$ cat config.mk
export PLATFORM = sky130hd
export DESIGN_NAME = ultrasonic_echo_range_averager_top
export DESIGN_NICKNAME = d
export VERILOG_FILES = /design/src/uera_pkg.sv /design/src/uera_div.sv /design/src/ultrasonic_echo_range_averager_top.sv
export SDC_FILE = /design/constraint.sdc
export NUM_CORES = 1
export LEC_CHECK = 0
export BUFFER_PORTS_ARGS = -buffer_cell sky130_fd_sc_hd__buf_2
export CAP_MARGIN = 20
export CORE_MARGIN = 2
export CORE_UTILIZATION = 61
export DETAILED_ROUTE_END_ITERATION = 7
export PLACE_DENSITY_LB_ADDON = 0.1
export SKIP_CTS_REPAIR_TIMING = 1
export SYNTH_ARGS = -nofsm -noshare
export SYNTH_HDL_FRONTEND = slang
export SYNTH_SLANG_ARGS = --single-unit
$ cat constraint.sdc
create_clock -name clock -period 6.2 [get_ports clock]
set_input_delay 0.93 -clock clock [delete_from_list [all_inputs] [get_ports clock]]
set_output_delay 0.93 -clock clock [all_outputs]
set_load 0.03 [all_outputs]
$ cat src/uera_pkg.sv
// Shared types and constants for the ultrasonic echo range averager.
// Used by uera_div and ultrasonic_echo_range_averager_top; no dependencies.
package uera_pkg;

   localparam int TS_W      = 32;   // echo timestamp width
   localparam int TOTAL_W   = 32;   // flight time accumulator width
   localparam int COUNT_W   = 8;    // sample count and divisor width
   localparam int DIST_W    = 40;   // distance result width
   localparam int UM_PER_US = 172;  // round-trip micrometers per microsecond
   localparam int DIV_STEPS = DIST_W;
   localparam int DIVCNT_W  = $clog2(DIV_STEPS + 1);

   typedef logic [TS_W-1:0]    ts_type;
   typedef logic [TOTAL_W-1:0] total_type;
   typedef logic [COUNT_W-1:0] count_type;
   typedef logic [DIST_W-1:0]  dist_type;

   // Divider status toward the sequencer
   typedef struct packed {
      logic busy;
      logic done;
   } div_sts_type;

endpackage

$ cat src/uera_div.sv
// Bit-serial restoring divider: one quotient bit per cycle.
// Depends on uera_pkg for widths and the status struct.
module uera_div (
   input  logic                clock,
   input  logic                reset,
   input  logic                start,
   input  uera_pkg::dist_type  dividend,
   input  uera_pkg::count_type divisor,
   output uera_pkg::dist_type  quotient,
   output uera_pkg::div_sts_type sts
);
   import uera_pkg::*;

   logic                busy_ff, busy_in;
   logic                done_ff, done_in;
   logic [DIVCNT_W-1:0] cnt_ff, cnt_in;
   logic [COUNT_W:0]    rem_ff, rem_in;
   dist_type            quo_ff, quo_in;
   count_type           dvs_ff, dvs_in;

   logic [COUNT_W:0]    shifted;
   logic [COUNT_W:0]    diff;
   logic                ge;

   assign shifted = {rem_ff[COUNT_W-1:0], quo_ff[DIST_W-1]};
   assign ge      = shifted >= {1'b0, dvs_ff};
   assign diff    = shifted - {1'b0, dvs_ff};

   always_comb begin
      busy_in = busy_ff;
      done_in = 1'b0;
      cnt_in  = cnt_ff;
      rem_in  = rem_ff;
      quo_in  = quo_ff;
      dvs_in  = dvs_ff;
      if (start) begin
         busy_in = 1'b1;
         cnt_in  = DIVCNT_W'(DIV_STEPS);
         rem_in  = '0;
         quo_in  = dividend;
         dvs_in  = divisor;
      end else if (busy_ff) begin
         // shift in the next dividend bit, subtract when it fits
         rem_in = ge ? diff : shifted;
         quo_in = {quo_ff[DIST_W-2:0], ge};
         cnt_in = cnt_ff - 1'b1;
         if (cnt_ff == DIVCNT_W'(1)) begin
            busy_in = 1'b0;
            done_in = 1'b1;
         end
      end
   end

   always_ff @(posedge clock) begin
      if (reset) begin
         busy_ff <= 1'b0;
         done_ff <= 1'b0;
         cnt_ff  <= '0;
      end else begin
         busy_ff <= busy_in;
         done_ff <= done_in;
         cnt_ff  <= cnt_in;
      end
      rem_ff <= rem_in;
      quo_ff <= quo_in;
      dvs_ff <= dvs_in;
   end

   assign quotient = quo_ff;
   assign sts.busy = busy_ff;
   assign sts.done = done_ff;

endmodule

$ cat src/ultrasonic_echo_range_averager_top.sv
// Ultrasonic echo range averager: pulse width accumulation and result sequencer.
// Depends on uera_pkg and uera_div.
//
// Usage:
//   req_* carries echo line change events, each a 32-bit microsecond timestamp.
//   Events alternate between pulse start and pulse end, starting with a start.
//   rsp_* carries one averaged distance in micrometers each time the number of
//   completed pulses reaches samples_per_result (0 acts as 1).
//   csr_* writes samples_per_result (reset value 8); write only while idle.
// Sequence:
//   An event that completes no average is absorbed; req_tready stays high.
//   An event that completes an average runs these steps: accumulate the total,
//   scale the total by 172, divide in the bit-serial divider (one quotient
//   bit a cycle, then a registered done flag), then load the output register.
//   req_tready is low meanwhile; the result appears on rsp_* after the load.
// Reset: synchronous; clears the pulse phase, total, count, divider and output valid.
// Stall: the result holds in the output register until rsp_tready; a further
//   item is still accepted, but a new result waits in the sequencer until the
//   output register frees, with req_tready low.
module ultrasonic_echo_range_averager_top (
   input  logic                 clock,
   input  logic                 reset,
   // req_tdata: [31:0] timestamp_us
   input  logic                 req_tvalid,
   output logic                 req_tready,
   input  uera_pkg::ts_type     req_tdata,
   // rsp_tdata: [39:0] distance_um
   output logic                 rsp_tvalid,
   input  logic                 rsp_tready,
   output uera_pkg::dist_type   rsp_tdata,
   // csr_data: [7:0] samples_per_result
   input  logic                 csr_valid,
   output logic                 csr_ready,
   input  uera_pkg::count_type  csr_data
);
   import uera_pkg::*;

   localparam logic [1:0] ST_IDLE = 2'd0;
   localparam logic [1:0] ST_MUL  = 2'd1;
   localparam logic [1:0] ST_DIV  = 2'd2;
   localparam logic [1:0] ST_OUT  = 2'd3;

   logic [1:0]  state_ff, state_in;
   count_type   spr_ff, spr_in;
   logic        await_ff, await_in;
   ts_type      start_ff, start_in;
   total_type   total_ff, total_in;
   count_type   count_ff, count_in;
   total_type   hit_total_ff, hit_total_in;
   count_type   dvs_ff, dvs_in;
   logic        rsp_tvalid_ff, rsp_tvalid_in;
   dist_type    rsp_tdata_ff, rsp_tdata_in;

   logic        req_acc;
   count_type   target;
   ts_type      width;
   total_type   total_next;
   count_type   count_next;
   dist_type    scaled;
   logic        div_start;
   dist_type    quotient;
   div_sts_type div_sts;
   logic        out_free;

   assign req_tready = (state_ff == ST_IDLE);
   assign req_acc    = req_tvalid & req_tready;
   assign csr_ready  = 1'b1;
   assign target     = (spr_ff == '0) ? COUNT_W'(1) : spr_ff;
   assign width      = req_tdata - start_ff;
   assign scaled     = DIST_W'(hit_total_ff) * DIST_W'(UM_PER_US);
   assign div_start  = (state_ff == ST_MUL);
   assign out_free   = ~rsp_tvalid_ff | rsp_tready;

   always_comb begin
      // pulse end adds width and bumps count; pulse start only latches time
      total_next = total_ff;
      count_next = count_ff;
      if (await_ff) begin
         total_next = total_ff + TOTAL_W'(width);
         count_next = count_ff + 1'b1;
      end
   end

   always_comb begin
      state_in      = state_ff;
      spr_in        = spr_ff;
      await_in      = await_ff;
      start_in      = start_ff;
      total_in      = total_ff;
      count_in      = count_ff;
      hit_total_in  = hit_total_ff;
      dvs_in        = dvs_ff;
      rsp_tvalid_in = rsp_tvalid_ff;
      rsp_tdata_in  = rsp_tdata_ff;

      if (csr_valid) begin
         spr_in = csr_data;
      end
      if (rsp_tvalid_ff && rsp_tready) begin
         rsp_tvalid_in = 1'b0;
      end

      unique case (state_ff)
         ST_IDLE: begin
            if (req_acc) begin
               await_in = ~await_ff;
               if (!await_ff) begin
                  start_in = req_tdata;
               end
               if (count_next == target) begin
                  hit_total_in = total_next;
                  dvs_in       = target;
                  total_in     = '0;
                  count_in     = '0;
                  state_in     = ST_MUL;
               end else begin
                  total_in = total_next;
                  count_in = count_next;
               end
            end
         end
         ST_MUL: begin
            state_in = ST_DIV;
         end
         ST_DIV: begin
            if (div_sts.done) begin
               state_in = ST_OUT;
            end
         end
         ST_OUT: begin
            // hold the quotient until the output register frees
            if (out_free) begin
               rsp_tvalid_in = 1'b1;
               rsp_tdata_in  = quotient;
               state_in      = ST_IDLE;
            end
         end
         default: begin
            state_in = ST_IDLE;
         end
      endcase
   end

   always_ff @(posedge clock) begin
      if (reset) begin
         state_ff      <= ST_IDLE;
         spr_ff        <= COUNT_W'(8);
         await_ff      <= 1'b0;
         start_ff      <= '0;
         total_ff      <= '0;
         count_ff      <= '0;
         rsp_tvalid_ff <= 1'b0;
      end else begin
         state_ff      <= state_in;
         spr_ff        <= spr_in;
         await_ff      <= await_in;
         start_ff      <= start_in;
         total_ff      <= total_in;
         count_ff      <= count_in;
         rsp_tvalid_ff <= rsp_tvalid_in;
      end
      hit_total_ff <= hit_total_in;
      dvs_ff       <= dvs_in;
      rsp_tdata_ff <= rsp_tdata_in;
   end

   uera_div u_div (
      .clock    (clock),
      .reset    (reset),
      .start    (div_start),
      .dividend (scaled),
      .divisor  (dvs_ff),
      .quotient (quotient),
      .sts      (div_sts)
   );

   assign rsp_tvalid = rsp_tvalid_ff;
   assign rsp_tdata  = rsp_tdata_ff;

   a_done_in_div: assert property (@(posedge clock) disable iff (reset)
      div_sts.done |-> (state_ff == ST_DIV))
      else $error("divider finished outside the divide phase");

   a_cleared_on_hit: assert property (@(posedge clock) disable iff (reset)
      (state_ff == ST_MUL) |-> (count_ff == '0) && (total_ff == '0))
      else $error("total or count not cleared when an average completes");

   a_div_busy: assert property (@(posedge clock) disable iff (reset)
      (state_ff == ST_MUL) |=> div_sts.busy && (state_ff == ST_DIV))
      else $error("divider did not start after scaling");

   a_out_load: assert property (@(posedge clock) disable iff (reset)
      (state_ff == ST_OUT) && out_free |=> rsp_tvalid && (state_ff == ST_IDLE))
      else $error("result not loaded into the output register");

endmodule

==> results_tabular.tex <==
\begin{tabular}{lr}
\hline
Metric & Value \\
\hline
\multicolumn{2}{l}{\textbf{Status}} \\
\quad Run status & finished, final reports clean \\
\multicolumn{2}{l}{\textbf{Global route}} \\
\quad Number of global-route vias before repair & 10,600 \\
\quad First-pass GRT wire length & around 50,000 um \\
\quad Global-route congestion overflow total & 0 \\
\quad Pin count of the biggest net entering global routing & 70 \\
\quad Antenna violations before repair & 0 \\
\quad Global router's overall resource usage & 0.224 \\
\multicolumn{2}{l}{\textbf{Die}} \\
\quad Effective utilization at floorplan & 0.616 \\
\quad Row count & 59 \\
\quad Die Y-Extent & between 150 and 200 um \\
\quad DIE AREA & 27,300 um\^{}2 \\
\quad I/O pins & a little under 90 \\
\quad Placeable Area & between 20,000 and 30,000 um\^{}2 \\
\quad Die width & between 150 and 200 um \\
\multicolumn{2}{l}{\textbf{Detailed routing}} \\
\quad Routed length per placed instance & about 15 um \\
\quad Final antenna-violating net count & 0 \\
\quad Wire length after detailed routing & about 30,000 um \\
\quad Vias per std cell & about 5.5 \\
\quad Total iterations of the first detailed-routing run & 5 \\
\quad Total DRC errors in the routed layout & 0 \\
\quad Detailed Route Iter0 Violations & just over 600 \\
\quad Vias & $\sim$11,000 \\
\multicolumn{2}{l}{\textbf{Yosys}} \\
\quad Share of synthesized area occupied by flip-flops and latches & 0.367 \\
\quad Area leader, netlist & sky130\_fd\_sc\_hd\_\_edfxtp\_1 \\
\quad Area of the mapped netlist & $\sim$16,000 um\^{}2 \\
\quad Syn Inst Count & about 1,600 \\
\quad Share of the synthesized area in the top cell type & 0.239 \\
\quad YS warnings & 0 \\
\quad Post-synthesis sequential element count & roughly 230 \\
\quad Count of flip-flops with a built-in enable after synthesis & 126 \\
\quad Largest cells by area after synthesis & sky130\_fd\_sc\_hd\_\_edfxtp\_1 24\%, sky130\_fd\_sc\_hd\_\_dfxtp\_1 13\%, sky130\_fd\_sc\_hd\_\_ha\_1 12\% \\
\quad Most instantiated flip-flop cell in the synthesis netlist & sky130\_fd\_sc\_hd\_\_edfxtp\_1 \\
\quad Distinct cell type count of the synthesized netlist & a little over 80 \\
\quad Synth async-reset ratio & 0 \\
\quad Mean cell area of the mapped netlist & around 9.7 um\^{}2 \\
\quad Post-synth net total & $\sim$1,900 \\
\multicolumn{2}{l}{\textbf{Timing}} \\
\quad Shortest period the worst path allows & roughly 4700 ps \\
\quad Final period utilization & 0.764 \\
\quad Setup tns final & 0 ps \\
\quad Worst setup slack after layout & around 1500 ps \\
\quad Worst-case clock skew & about 15 ps \\
\quad RSZ-0062 raised after global routing & no \\
\quad Number of hold-slack violations in the final timing report & 0 \\
\quad Worst Tran Pin Value & a little under 900 ps \\
\quad Total of endpoints with negative setup slack in the final report & 0 \\
\quad Max-slew headroom at the worst pin & 0.412 \\
\quad Maximum achievable frequency & 211 MHz \\
\quad Final-layout worst hold slack & 441 ps \\
\quad Final max-slew violation count & 0 \\
\multicolumn{2}{l}{\textbf{Flow run}} \\
\quad Max Cap Viol & 0 \\
\multicolumn{2}{l}{\textbf{Setup path}} \\
\quad Data required time at the worst endpoint & roughly 6500 ps \\
\quad Maximum fanout count along the critical path & 8 \\
\quad Crit path kind & reg2reg \\
\quad Critical Path End Type & flip-flop \\
\quad Setup crit start kind & flip-flop \\
\quad Arrival time at the worst endpoint & approximately 5000 ps \\
\multicolumn{2}{l}{\textbf{Placed design}} \\
\quad HPWL reported at the end of detailed placement & between 20,000 and 25,000 um \\
\quad Post-Place Worst Slack & about 1500 ps \\
\quad Number of buffer cells added on primary ports & 86 \\
\quad Final weighted congestion in routability-driven placement & 0.896 \\
\multicolumn{2}{l}{\textbf{Clock tree}} \\
\quad Total CTS buffers & 25 \\
\quad Maximum number of buffers from clock root to sink & 3 \\
\quad CTS tree & built \\
\quad Clock slew seen by the registers of the worst setup and hold paths & $\sim$70 ps \\
\quad Clock tree sinks & approximately 230 \\
\quad Level count of the clock H-tree & 1 \\
\quad Source-to-sink clock delay at the later pin of the worst-skew pair & approximately 530 ps \\
\quad Clock root cell & sky130\_fd\_sc\_hd\_\_clkbuf\_16 \\
\multicolumn{2}{l}{\textbf{Final layout}} \\
\quad Count of inserted antenna diode cells & 0 \\
\quad Share of final-layout standard cells stronger than drive strength 1 & 0.101 \\
\quad P\&R area growth vs syn & 10.5\% \\
\quad Final-stage net count & 1,998 \\
\quad Layout filler cell count & 2,029 \\
\quad Layout Utilization & 0.680 \\
\multicolumn{2}{l}{\textbf{Hold path}} \\
\quad Worst min path class & reg2reg \\
\multicolumn{2}{l}{\textbf{Power and ir drop}} \\
\quad Static Leak & 7.96 nW \\
\quad Peak supply drop & just under 0.0003 V \\
\quad Power density relative to cell area & around 380 nW/um\^{}2 \\
\quad Final Power & about 6.6 mW \\
\hline
\end{tabular}
==> Yosys cell counts (all sizes together) (15+ instances only) <==
cell    count
inv       300
ha        154
nand2     146
edfxtp    126
a21oi     102
dfxtp     102
fa         89
nor2       88
o21ai      74
xnor2      48
clkbuf     39
a21o       37
a22o       34
xor2       28
nand3      20
mux2i      19
buf        17
and3       15
nor3       15
==> flip-flops by register name, summed over array words and instances, names as in the netlist <==
| name | flops |
|---|---|
| rsp_tdata | 40 |
| u_div.quotient | 40 |
| hit_total_ff | 32 |
| start_ff | 32 |
| total_ff | 32 |
| count_ff | 8 |
| dvs_ff | 8 |
| spr_ff | 8 |
| u_div.dvs_ff | 8 |
| u_div.rem_ff | 8 |
| u_div.cnt_ff | 6 |
| state_ff | 2 |
| await_ff | 1 |
| rsp_tvalid | 1 |
| u_div.busy_ff | 1 |
| u_div.done_ff | 1 |
==> final timing paths <==
| path | start | to | slack, ps | depth (start not counted) |
|---|---|---|---|---|
| setup reg to reg | hit_total_ff[11]$_DFFE_PP_ | u_div.quotient[36]$_DFFE_PP_ | 1470 | 15 |
| hold / removal | dvs_ff[5]$_DFFE_PP_ | u_div.dvs_ff[5]$_DFFE_PP_ | 440 | 0 |
| setup / recovery | hit_total_ff[11]$_DFFE_PP_ | u_div.quotient[36]$_DFFE_PP_ | 1470 | 15 |
| hold reg to reg | dvs_ff[5]$_DFFE_PP_ | u_div.dvs_ff[5]$_DFFE_PP_ | 440 | 0 |
==> cell families after synthesis <==
kind of cell,Yosys count,synth area share
adder cells (fa/ha/maj),243,0.234
multiplexers,25,0.0162
other,1,0.000236
flip-flops,228,0.367
AND/OR/NAND/NOR,350,0.101
XOR/XNOR,76,0.0420
buffers and inverters,356,0.0855
AO/OA/AOI/OAI,362,0.154
==> layer usage <==
layer	GRT usage	share of wire
met1	0.332	0.49
met2	0.359	0.44
met3	0.0292	0.050
met4	0.0352	0.013
met5	0	0
==> report_power, final <==
group	total, mW	leakage (nW)	switching (mW)	internal [mW]
clock	1.58	0.426	0.604	0.974
sequential	2.19	2.00	0.191	2.00
combinational	2.88	5.53	1.71	1.17
==> layout make-up <==
| type | instances | area [um^2] | area share |
|---|---|---|---|
| Timing Repair Buffer | 98 | 553 | 0.0316 |
| Tap cell | 335 | 419 | 0.0239 |
| Clock buffer | 32 | 704 | 0.0402 |
| Clock inverter | 14 | 188 | 0.0107 |
| Multi-Input combinational cell | 1057 | 8710 | 0.497 |
| Inverter | 300 | 1130 | 0.0642 |
| Sequential cell | 228 | 5830 | 0.332 |
==> placed cells by master (no fill, tap or decap), types with 18 or more instances in the layout <==
| cell type | n |
|---|---|
| sky130_fd_sc_hd__o21ai_1 | 18 |
| sky130_fd_sc_hd__nor2_1 | 86 |
| sky130_fd_sc_hd__buf_2 | 86 |
| sky130_fd_sc_hd__nand2_1 | 146 |
| sky130_fd_sc_hd__o21ai_0 | 56 |
| sky130_fd_sc_hd__xnor2_1 | 48 |
| sky130_fd_sc_hd__a22o_1 | 34 |
| sky130_fd_sc_hd__ha_1 | 153 |
| sky130_fd_sc_hd__a21oi_1 | 102 |
| sky130_fd_sc_hd__fa_1 | 89 |
| sky130_fd_sc_hd__dfxtp_1 | 101 |
| sky130_fd_sc_hd__clkbuf_16 | 27 |
| sky130_fd_sc_hd__mux2i_1 | 19 |
| sky130_fd_sc_hd__edfxtp_1 | 126 |
| sky130_fd_sc_hd__nand3_1 | 20 |
| sky130_fd_sc_hd__inv_1 | 300 |
| sky130_fd_sc_hd__xor2_1 | 28 |
| sky130_fd_sc_hd__a21o_1 | 35 |
==> worst max-delay path: stages (launching register included) <==
cell and delay [ps]:
sky130_fd_sc_hd__edfxtp_1 460, sky130_fd_sc_hd__ha_1 370, sky130_fd_sc_hd__fa_1 540, sky130_fd_sc_hd__inv_1 60, sky130_fd_sc_hd__fa_1 520, sky130_fd_sc_hd__inv_1 40
sky130_fd_sc_hd__ha_1 380, sky130_fd_sc_hd__nand4_1 160, sky130_fd_sc_hd__nor2_1 70, sky130_fd_sc_hd__o21ai_0 300, sky130_fd_sc_hd__o311ai_4 200, sky130_fd_sc_hd__a41oi_2 300
sky130_fd_sc_hd__o211ai_2 190, sky130_fd_sc_hd__a2111oi_1 460, sky130_fd_sc_hd__o21ai_0 160, sky130_fd_sc_hd__a32o_1 270
==> stage by stage <==
stage                     instances  cell area, um^2
after global routing           2064            17500
after detailed placement       2016            16600
after global placement         2015            16600
final                          2064            17500
after CTS                      2062            17500
after floorplan                1641            15900
No activity file was read; power rests on OpenSTA's default activity.
